## src/rtl/core/bpa_pkg.sv

```systemverilog
// Shared constants, status codes and types of the bitmap page allocator.
package bpa_pkg;

  localparam int PAGE_SHIFT = 12;
  localparam int MAP_WORDS  = 2048;

  localparam int WORD_W   = 64;
  localparam int BIT_W    = 6;
  localparam int WIDX_W   = (MAP_WORDS > 1) ? $clog2(MAP_WORDS) : 1;
  localparam int CNT_W    = $clog2(MAP_WORDS + 1);
  localparam int PNUM_W   = WIDX_W + BIT_W;

  localparam int IN_ADDR_W  = 48;
  localparam int OUT_ADDR_W = 29;
  localparam int STATUS_W   = 3;
  localparam int COUNT_W    = 18;
  localparam int INPG_W     = IN_ADDR_W - PAGE_SHIFT;

  localparam longint PAGE_LIMIT = longint'(MAP_WORDS) * 64;

  localparam logic [WORD_W-1:0] ALL_USED = '1;

  localparam logic OP_ALLOC = 1'b0;
  localparam logic OP_FREE  = 1'b1;

  localparam logic [STATUS_W-1:0] ST_OK        = 3'd0;
  localparam logic [STATUS_W-1:0] ST_OOM       = 3'd1;
  localparam logic [STATUS_W-1:0] ST_UNALIGNED = 3'd2;
  localparam logic [STATUS_W-1:0] ST_OUTSIDE   = 3'd3;
  localparam logic [STATUS_W-1:0] ST_DOUBLE    = 3'd4;

  typedef struct packed {
    logic             full;
    logic [BIT_W-1:0] idx;
  } scan_res_t;

endpackage

```

## src/rtl/core/bpa_word_scan.sv

```systemverilog
// Word scan unit: all-used test and lowest clear bit of one bitmap word.
module bpa_word_scan (
  input  logic [bpa_pkg::WORD_W-1:0] word,
  output bpa_pkg::scan_res_t         res
);
  import bpa_pkg::*;

  logic [WORD_W-1:0] low_onehot;
  logic [BIT_W-1:0]  idx;

  // isolate the lowest zero as a one-hot mask
  assign low_onehot = ~word & (word + WORD_W'(1));

  always_comb begin
    idx = '0;
    for (int i = 0; i < WORD_W; i++) begin
      if (low_onehot[i]) begin
        idx = idx | BIT_W'(i);
      end
    end
  end

  assign res.full = &word;
  assign res.idx  = idx;

endmodule

```

## config.mk

```make
export PLATFORM = sky130hd
export DESIGN_NAME = bpa_word_scan
export DESIGN_NICKNAME = d
export VERILOG_FILES = /design/src/rtl/core/bpa_pkg.sv /design/src/rtl/core/bpa_word_scan.sv
export SDC_FILE = /design/constraint.sdc
export NUM_CORES = 1
export LEC_CHECK = 0
export BUFFER_PORTS_ARGS = -buffer_cell sky130_fd_sc_hd__buf_2
export CORE_MARGIN = 1.5
export CORE_UTILIZATION = 40
export DETAILED_ROUTE_END_ITERATION = 8
export PLACE_DENSITY = 0.8
export REMOVE_ABC_BUFFERS = 1
export SLEW_MARGIN = 10
export SYNTH_ARGS = -nofsm -noshare
export SYNTH_HDL_FRONTEND = slang
export SYNTH_SLANG_ARGS = --single-unit
export TNS_END_PERCENT = 20
```

## constraint.sdc

```tcl
create_clock -name vclk -period 3.55
set_input_delay 0.5325 -clock vclk [all_inputs]
set_output_delay 0.5325 -clock vclk [all_outputs]
set_load 0.1 [all_outputs]
```

==> results.cfg, run 1 <==
[timing]
rsz0062_at_grt = no
setup-tns-final_ps = 0
fmax_ghz = 0.307
finalHoldViolCount = 0
drv_slew = 0
slew_headroom = 0.552
worstMarginPinSlew_ps = 666
period_share = 0.918
min_period_ps = 3260
setup_violations = 0

[die]
die_h_microns = 61.5
die_area_sq_um = 3780
initial_utilization = 0.413
rows = 21
fp.dieW_microns = 61.5
coreArea_sq_um = 3310
boundaryPins = 71

[final_layout]
areaGrowthSynthToFinish_pct = 34.0
nClkBuffers = 0
fin_util = 0.554
antenna_cells = 0
register_area_sq_um = 0
drive_gt1_frac = 0.323
final_nets = 354
nFlopsAndLatches = 0
fin_area_sq_um = 1830
num-fill-cells = 345

[min_path]
holdPathStages = 4
hold_class = input pin to output port
min_from = word[63]

[grt]
grt_max_degree = 11
grt_pass1_vias = 1694
use_met1 = 0.370
track_usage = 0.255
grt_overflow = 0
grt_pass1_wl_mm = 7.48
met2_usage = 0.432
grt_util_met3 = 0.0105
antenna_found_initial = 0
top_usage_layer = met2

[drt]
route.detailed.drc = 0
drt_iter0_markers = 181
via_count = 2095
vias_per_cell = 6.27
antenna_left = 0
routed_wl_mm = 4.96
dr.pass1.iters = 4
routedWlPerCell_microns = 14.8

[critical_path]
endpoint_kind = output port
crit_required_ps = 3020
crit_start = word[48]
crit_path_cell_trace = buf_2, nand4_1, or2_1, nor3_1, nand2_1, nor3_2, nor3_1, nand4_1, buf_2
crit_cells = 9
critPathMaxStageDelay_ps = 470
crit_path_max_fanout = 7
critPathKind = input pin to output port
worstPathArrival_ps = 2730
crit_family = simple AND/OR/NAND/NOR gates
critical_path.startpoint_type = input pin
slowest_stage = nor3_1
worst-path-buf-inv = 2

[placed_design]
numPortBuffers = 71
routabilityCongestion = 0.949
place_area_sq_um = 1830
dpl.hpwl_mm = 4.27

[yosys]
ys_seq_area_frac = 0
synthCells = 216
synth_top_area_frac = 0.0842
synth_area_per_cell_sq_um = 6.33
synth_area_leader_cell = nand3_1
synth_area_leaders = nand3_1, nand2_1, nor2_1
post_synth_num_cell_types = 49
synthesis.area_sq_um = 1370
ys_warn_count = 0

[clocking]
post_cts_buffers = 0
holdBufCountCts = 0
cts_resized = 0

[pwr]
max-vdd-ir-drop_mv = 0.0448
power.leakage_uw = 0.000699
power.density_nw_per_um2 = 71.3

[run]
maxCapViolCount = 0

[run_status]
status = finished clean
[final cells by class]
class	instances	area, sq um	share of cell area
Multi-Input combinational cell	208	1340	0.730
Timing Repair Buffer	72	408	0.223
Inverter	8	30.0	0.0164
Tap cell	46	57.6	0.0314
[worst min-delay path: stages]
cell and delay (ps):
buf_2 100, nand3_1 70, nor2_1 30, buf_2 280
[synth_stat cells (4+ instances only)]
cell      instances
nor2_1           25
nand4_1          12
nand4b_1          7
nand2_1          28
nor3_1           12
a31oi_1           5
nor4_1            7
o31ai_1           4
a21oi_1           8
nand4_2           4
o21ai_0          11
nand3_1          23
and3_1            4
inv_1             7
[worst paths after layout]
| check | endpoint | slack [ps] |
|---|---|---|
| max | res[4] | 290 |
| min | res[6] | 1550 |
[metrics by stage]
step	setup WS [ps]	cells	power, uW	hold WS [ps]
6_report	290	334	131	1550
4_1_cts	316	334	130	1550
3_5_place_dp	315	334	129	1550
3_3_place_gp	369	334	127	1550
5_1_grt	135	334	143	1580
2_1_floorplan	395	216	53.6	1460
[kinds of logic after synthesis]
kind of cell	count (synthesis)	synth area share
AND/OR/NAND/NOR	152	0.693
AO/OA/AOI/OAI	56	0.285
buffers and inverters	8	0.0220
[power by group]
part / switching (uW) / leakage, uW / internal, uW / total [uW]
sequential: 0 / 0 / 0 / 0
clock: 0 / 0 / 0 / 0
combinational: 81.3 / 0.000699 / 49.4 / 131
[layer usage]
layer | share of wire | routed length [microns] | up-vias
met1 | 0.44 | 2200 | 950
li1 | - | - | 1024
met3 | 0.097 | 480 | 6
met4 | 0.010 | 52 | 0
met2 | 0.45 | 2220 | 115
met5 | 0 | 0 | -
[layout by cell type (no fill, tap or decap), drive strengths merged, types with 2 or more instances in the layout]
cell type / instances
a21oi: 8
nand4b: 7
nand3b: 3
o31ai: 5
nor2: 26
nand4: 18
or3: 2
o21ai: 12
inv: 8
a21boi: 2
o22ai: 3
nor2b: 3
a311oi: 2
a32oi: 2
nand2b: 3
nand2: 29
o21a: 2
and3: 4
o32ai: 3
nor4: 10
o221ai: 3
a211oi: 2
nor3: 14
nand3: 25
a31oi: 5
buf: 72
or4: 3
Power figures use the tool's default switching activity.
==> inputs of run 2 (changes only) <==
clock period = 3.6 ns   (was 3.55 ns; I/O delays follow)
==> run 2 against run 1 <==
Total power down 1.6%; first-iteration DRC count up 2.2%; global-route usage up 1.2 points; sequential cell count unchanged; count of clock-buffer cells in the layout unchanged; critical path depth unchanged; critical path type unchanged.
==> results.cfg, run 2 (synthesis gave the netlist of run 1 again) <==
[grt]
grt_pass1_vias = 1799
grt_max_degree = 11
antenna_found_initial = 0
grt_overflow = 0
grt_pass1_wl_mm = 7.92
track_usage = 0.267

[clocking]
cts_resized = 0
post_cts_buffers = 0
holdBufCountCts = 0

[drt]
route.detailed.drc = 0
antenna_left = 0
routedWlPerCell_microns = 15.0
via_count = 2120
vias_per_cell = 6.33
drt_iter0_markers = 185
routed_wl_mm = 5.04
dr.pass1.iters = 5

[pwr]
max-vdd-ir-drop_mv = 0.0468
power.leakage_uw = 0.000702
power_uw = 129
power.density_nw_per_um2 = 70.5

[critical_path]
worstPathArrival_ps = 2850
critical_path.startpoint_type = input pin
cp_common_cell = buf_2
endpoint_kind = output port
critPathMaxStageDelay_ps = 590
crit_required_ps = 3060
crit_path_max_fanout = 7
crit_start = word[26]
crit_path_cell_trace = buf_2, nand2_1, nor4_4, nand4_2, o32ai_1, nor2_1, and3_1, nand3_1, buf_2
critPathKind = input pin to output port
slowest_stage = nor4_4
cp-endpoint = res[3]

[timing]
worstMarginPinSlew_ps = 635
period_share = 0.943
holdWs_ps = 1600
drv_slew = 0
setup-tns-final_ps = 0
min_period_ps = 3390
rsz0062_at_grt = no
setup_violations = 0
finalHoldViolCount = 0
fmax_ghz = 0.295
setup_slack_ps = 207
slew_headroom = 0.572

[final_layout]
nClkBuffers = 0
final_common_cell = buf_2
num-fill-cells = 377
final_cell_mix = buf_2, nand2_1, nor2_1
fin_area_sq_um = 1830
drive_gt1_frac = 0.325
final_nets = 355
antenna_cells = 0
register_area_sq_um = 0
multiInputGateArea_sq_um = 1340
nFlopsAndLatches = 0
areaGrowthSynthToFinish_pct = 33.5

[die]
coreArea_sq_um = 3310
boundaryPins = 71
rows = 21
initial_utilization = 0.413
die_area_sq_um = 3780
fp.dieW_microns = 61.5
die_h_microns = 61.5

[run_status]
status = finished clean

[min_path]
hold_class = input pin to output port

[placed_design]
numPortBuffers = 71
routabilityCongestion = 1.01
place_area_sq_um = 1830
dpl.hpwl_mm = 4.28
dpl_worst_slack_ps = 244

[run]
maxCapViolCount = 0
-- run 2: area by class of cell --
cell class | instances | share of cell area
multi-input cells | 208 | 0.733
repair buffers | 73 | 0.219
well taps | 46 | 0.0315
inverters | 8 | 0.0164
-- run 2: worst min path at each step --
| stage | start | to | depth (start not counted) |
|---|---|---|---|
| 2_1_floorplan | word[62] | res[6] | 2 |
| 3_3_place_gp | word[63] | res[6] | 4 |
| 3_5_place_dp | word[63] | res[6] | 4 |
| 4_1_cts | word[63] | res[6] | 4 |
| 5_1_grt | word[63] | res[6] | 4 |
| 6_report | word[63] | res[6] | 4 |
-- run 2: metrics by stage --
step | utilization | instances
3_5_place_dp | 0.551 | 335
3_3_place_gp | 0.551 | 335
5_1_grt | 0.551 | 335
4_1_cts | 0.551 | 335
6_report | 0.551 | 335
2_1_floorplan | - | 216
-- run 2: critical path: cells and delay by family --
kind / cells / cell delay, ps
AOI/OAI and AO/OA: 1 / 410
buffers and inverters: 2 / 530
and+or+nand+nor: 6 / 1360
-- run 2: where the power goes --
part	switching (uW)	internal, uW
combinational	80.1	48.6
clock	0	0
sequential	0	0
total	80.1	48.6
-- run 2: layer usage --
layer	wire (microns)	GRT usage	vias to the layer above
met3	672	0.0294	6
li1	-	-	1024
met5	0	0	-
met2	2220	0.444	154
met1	2120	0.394	936
met4	28	0.00608	0
==> inputs of run 3 (changes only) <==
CORE_UTILIZATION = 35   (was 40)
PLACE_DENSITY = 0.73   (was 0.8)
==> run 3 against run 2 <==
Final area grew 0.96%; first-iteration DRC count is 2.2% lower; combinational power about the same; total power grew 0.95%; critical path depth stayed put; global-route usage decreased by 1.9 points.
==> results.cfg, run 3 (synthesis gave the netlist of run 1 again) <==
[final_layout]
fin_util = 0.496
register_area_sq_um = 0
nClkBuffers = 0
drive_gt1_frac = 0.325
nFlopsAndLatches = 0
fin_area_sq_um = 1840
final_common_cell = buf_2
areaGrowthSynthToFinish_pct = 34.8
final_cell_mix = buf_2, nand2_1, nor2_1
antenna_cells = 0
final_nets = 355

[timing]
setup_violations = 0
min_period_ps = 3300
fmax_ghz = 0.303
setup_slack_ps = 302
worstMarginPinSlew_ps = 533
finalHoldViolCount = 0
drv_slew = 0
slew_headroom = 0.642
setup-tns-final_ps = 0
rsz0062_at_grt = no
period_share = 0.916

[critical_path]
endpoint_kind = output port
crit_start = word[28]
crit_required_ps = 3060
worstPathArrival_ps = 2760
critPathKind = input pin to output port
critical_path.startpoint_type = input pin
crit_path_max_fanout = 7

[grt]
grt_pass1_wl_mm = 8.67
grt_overflow = 0
track_usage = 0.248
grt_max_degree = 11
antenna_found_initial = 0
grt_pass1_vias = 1940

[die]
rows = 22
boundaryPins = 71
initial_utilization = 0.368
die_area_sq_um = 4290
die_h_microns = 65.5
fp.dieW_microns = 65.5
coreArea_sq_um = 3720

[pwr]
power.density_nw_per_um2 = 70.5
power_uw = 130
max-vdd-ir-drop_mv = 0.0434
power.leakage_uw = 0.000705

[drt]
dr.pass1.iters = 6
via_count = 2134
route.detailed.drc = 0
vias_per_cell = 6.33
antenna_left = 0
routed_wl_mm = 5.36
drt_iter0_markers = 181
routedWlPerCell_microns = 15.9

[clocking]
post_cts_buffers = 0
holdBufCountCts = 0
cts_resized = 0

[min_path]
min_from = word[63]
hold_class = input pin to output port

[run]
maxCapViolCount = 0

[placed_design]
dpl_worst_slack_ps = 372
dpl.hpwl_mm = 4.56
numPortBuffers = 71
routabilityCongestion = 0.963
place_area_sq_um = 1840

[run_status]
status = finished clean
==> run 3: changes by cell type in the layout (fill, tap and decap cells not counted) <==
cell,delta
buf_12,+1
buf_2,-1
==> run 3: critical path: stages <==
cell and delay, ps:
buf_2 140, nand4_1 260, nor4_4 440, nand3_1 230, o22a_2 270, o21ai_0 230, nor4_1 110, nand3_1 110
buf_2 430
==> run 3: layer usage <==
metal,track usage,share of wire,vias up
met5,0,0,-
met1,0.329,0.43,982
met2,0.445,0.48,114
met3,0.0274,0.085,8
li1,-,-,1030
met4,0.0234,0.0084,0
==> run 3: path summary, 6_finish.rpt <==
check	to	slack [ps]	depth (start not counted)
worst max-delay path	res[2]	300	9
worst min-delay path	res[6]	1570	4
==> run 3: layout make-up <==
| class | count | area, sq um |
|---|---|---|
| Tap cell | 48 | 60.1 |
| Multi-Input combinational cell | 208 | 1340 |
| Timing Repair Buffer | 73 | 415 |
| Inverter | 8 | 30.0 |
| Fill cell | 421 | 1870 |
==> run 3: report_power, final <==
group,internal (uW),leakage (uW),total (uW),switching [uW]
Combinational,48.8,0.000705,130,81.1
Sequential,0,0,0,0
Clock,0,0,0,0
Total,48.8,0.000705,130,81.1
==> run 3: per-stage QoR <==
step                      std cells  hold slack [ps]
after floorplan                 216             1470
after global placement          337             1560
after detailed placement        337             1570
after CTS                       337             1570
after global routing            337             1630
final                           337             1570
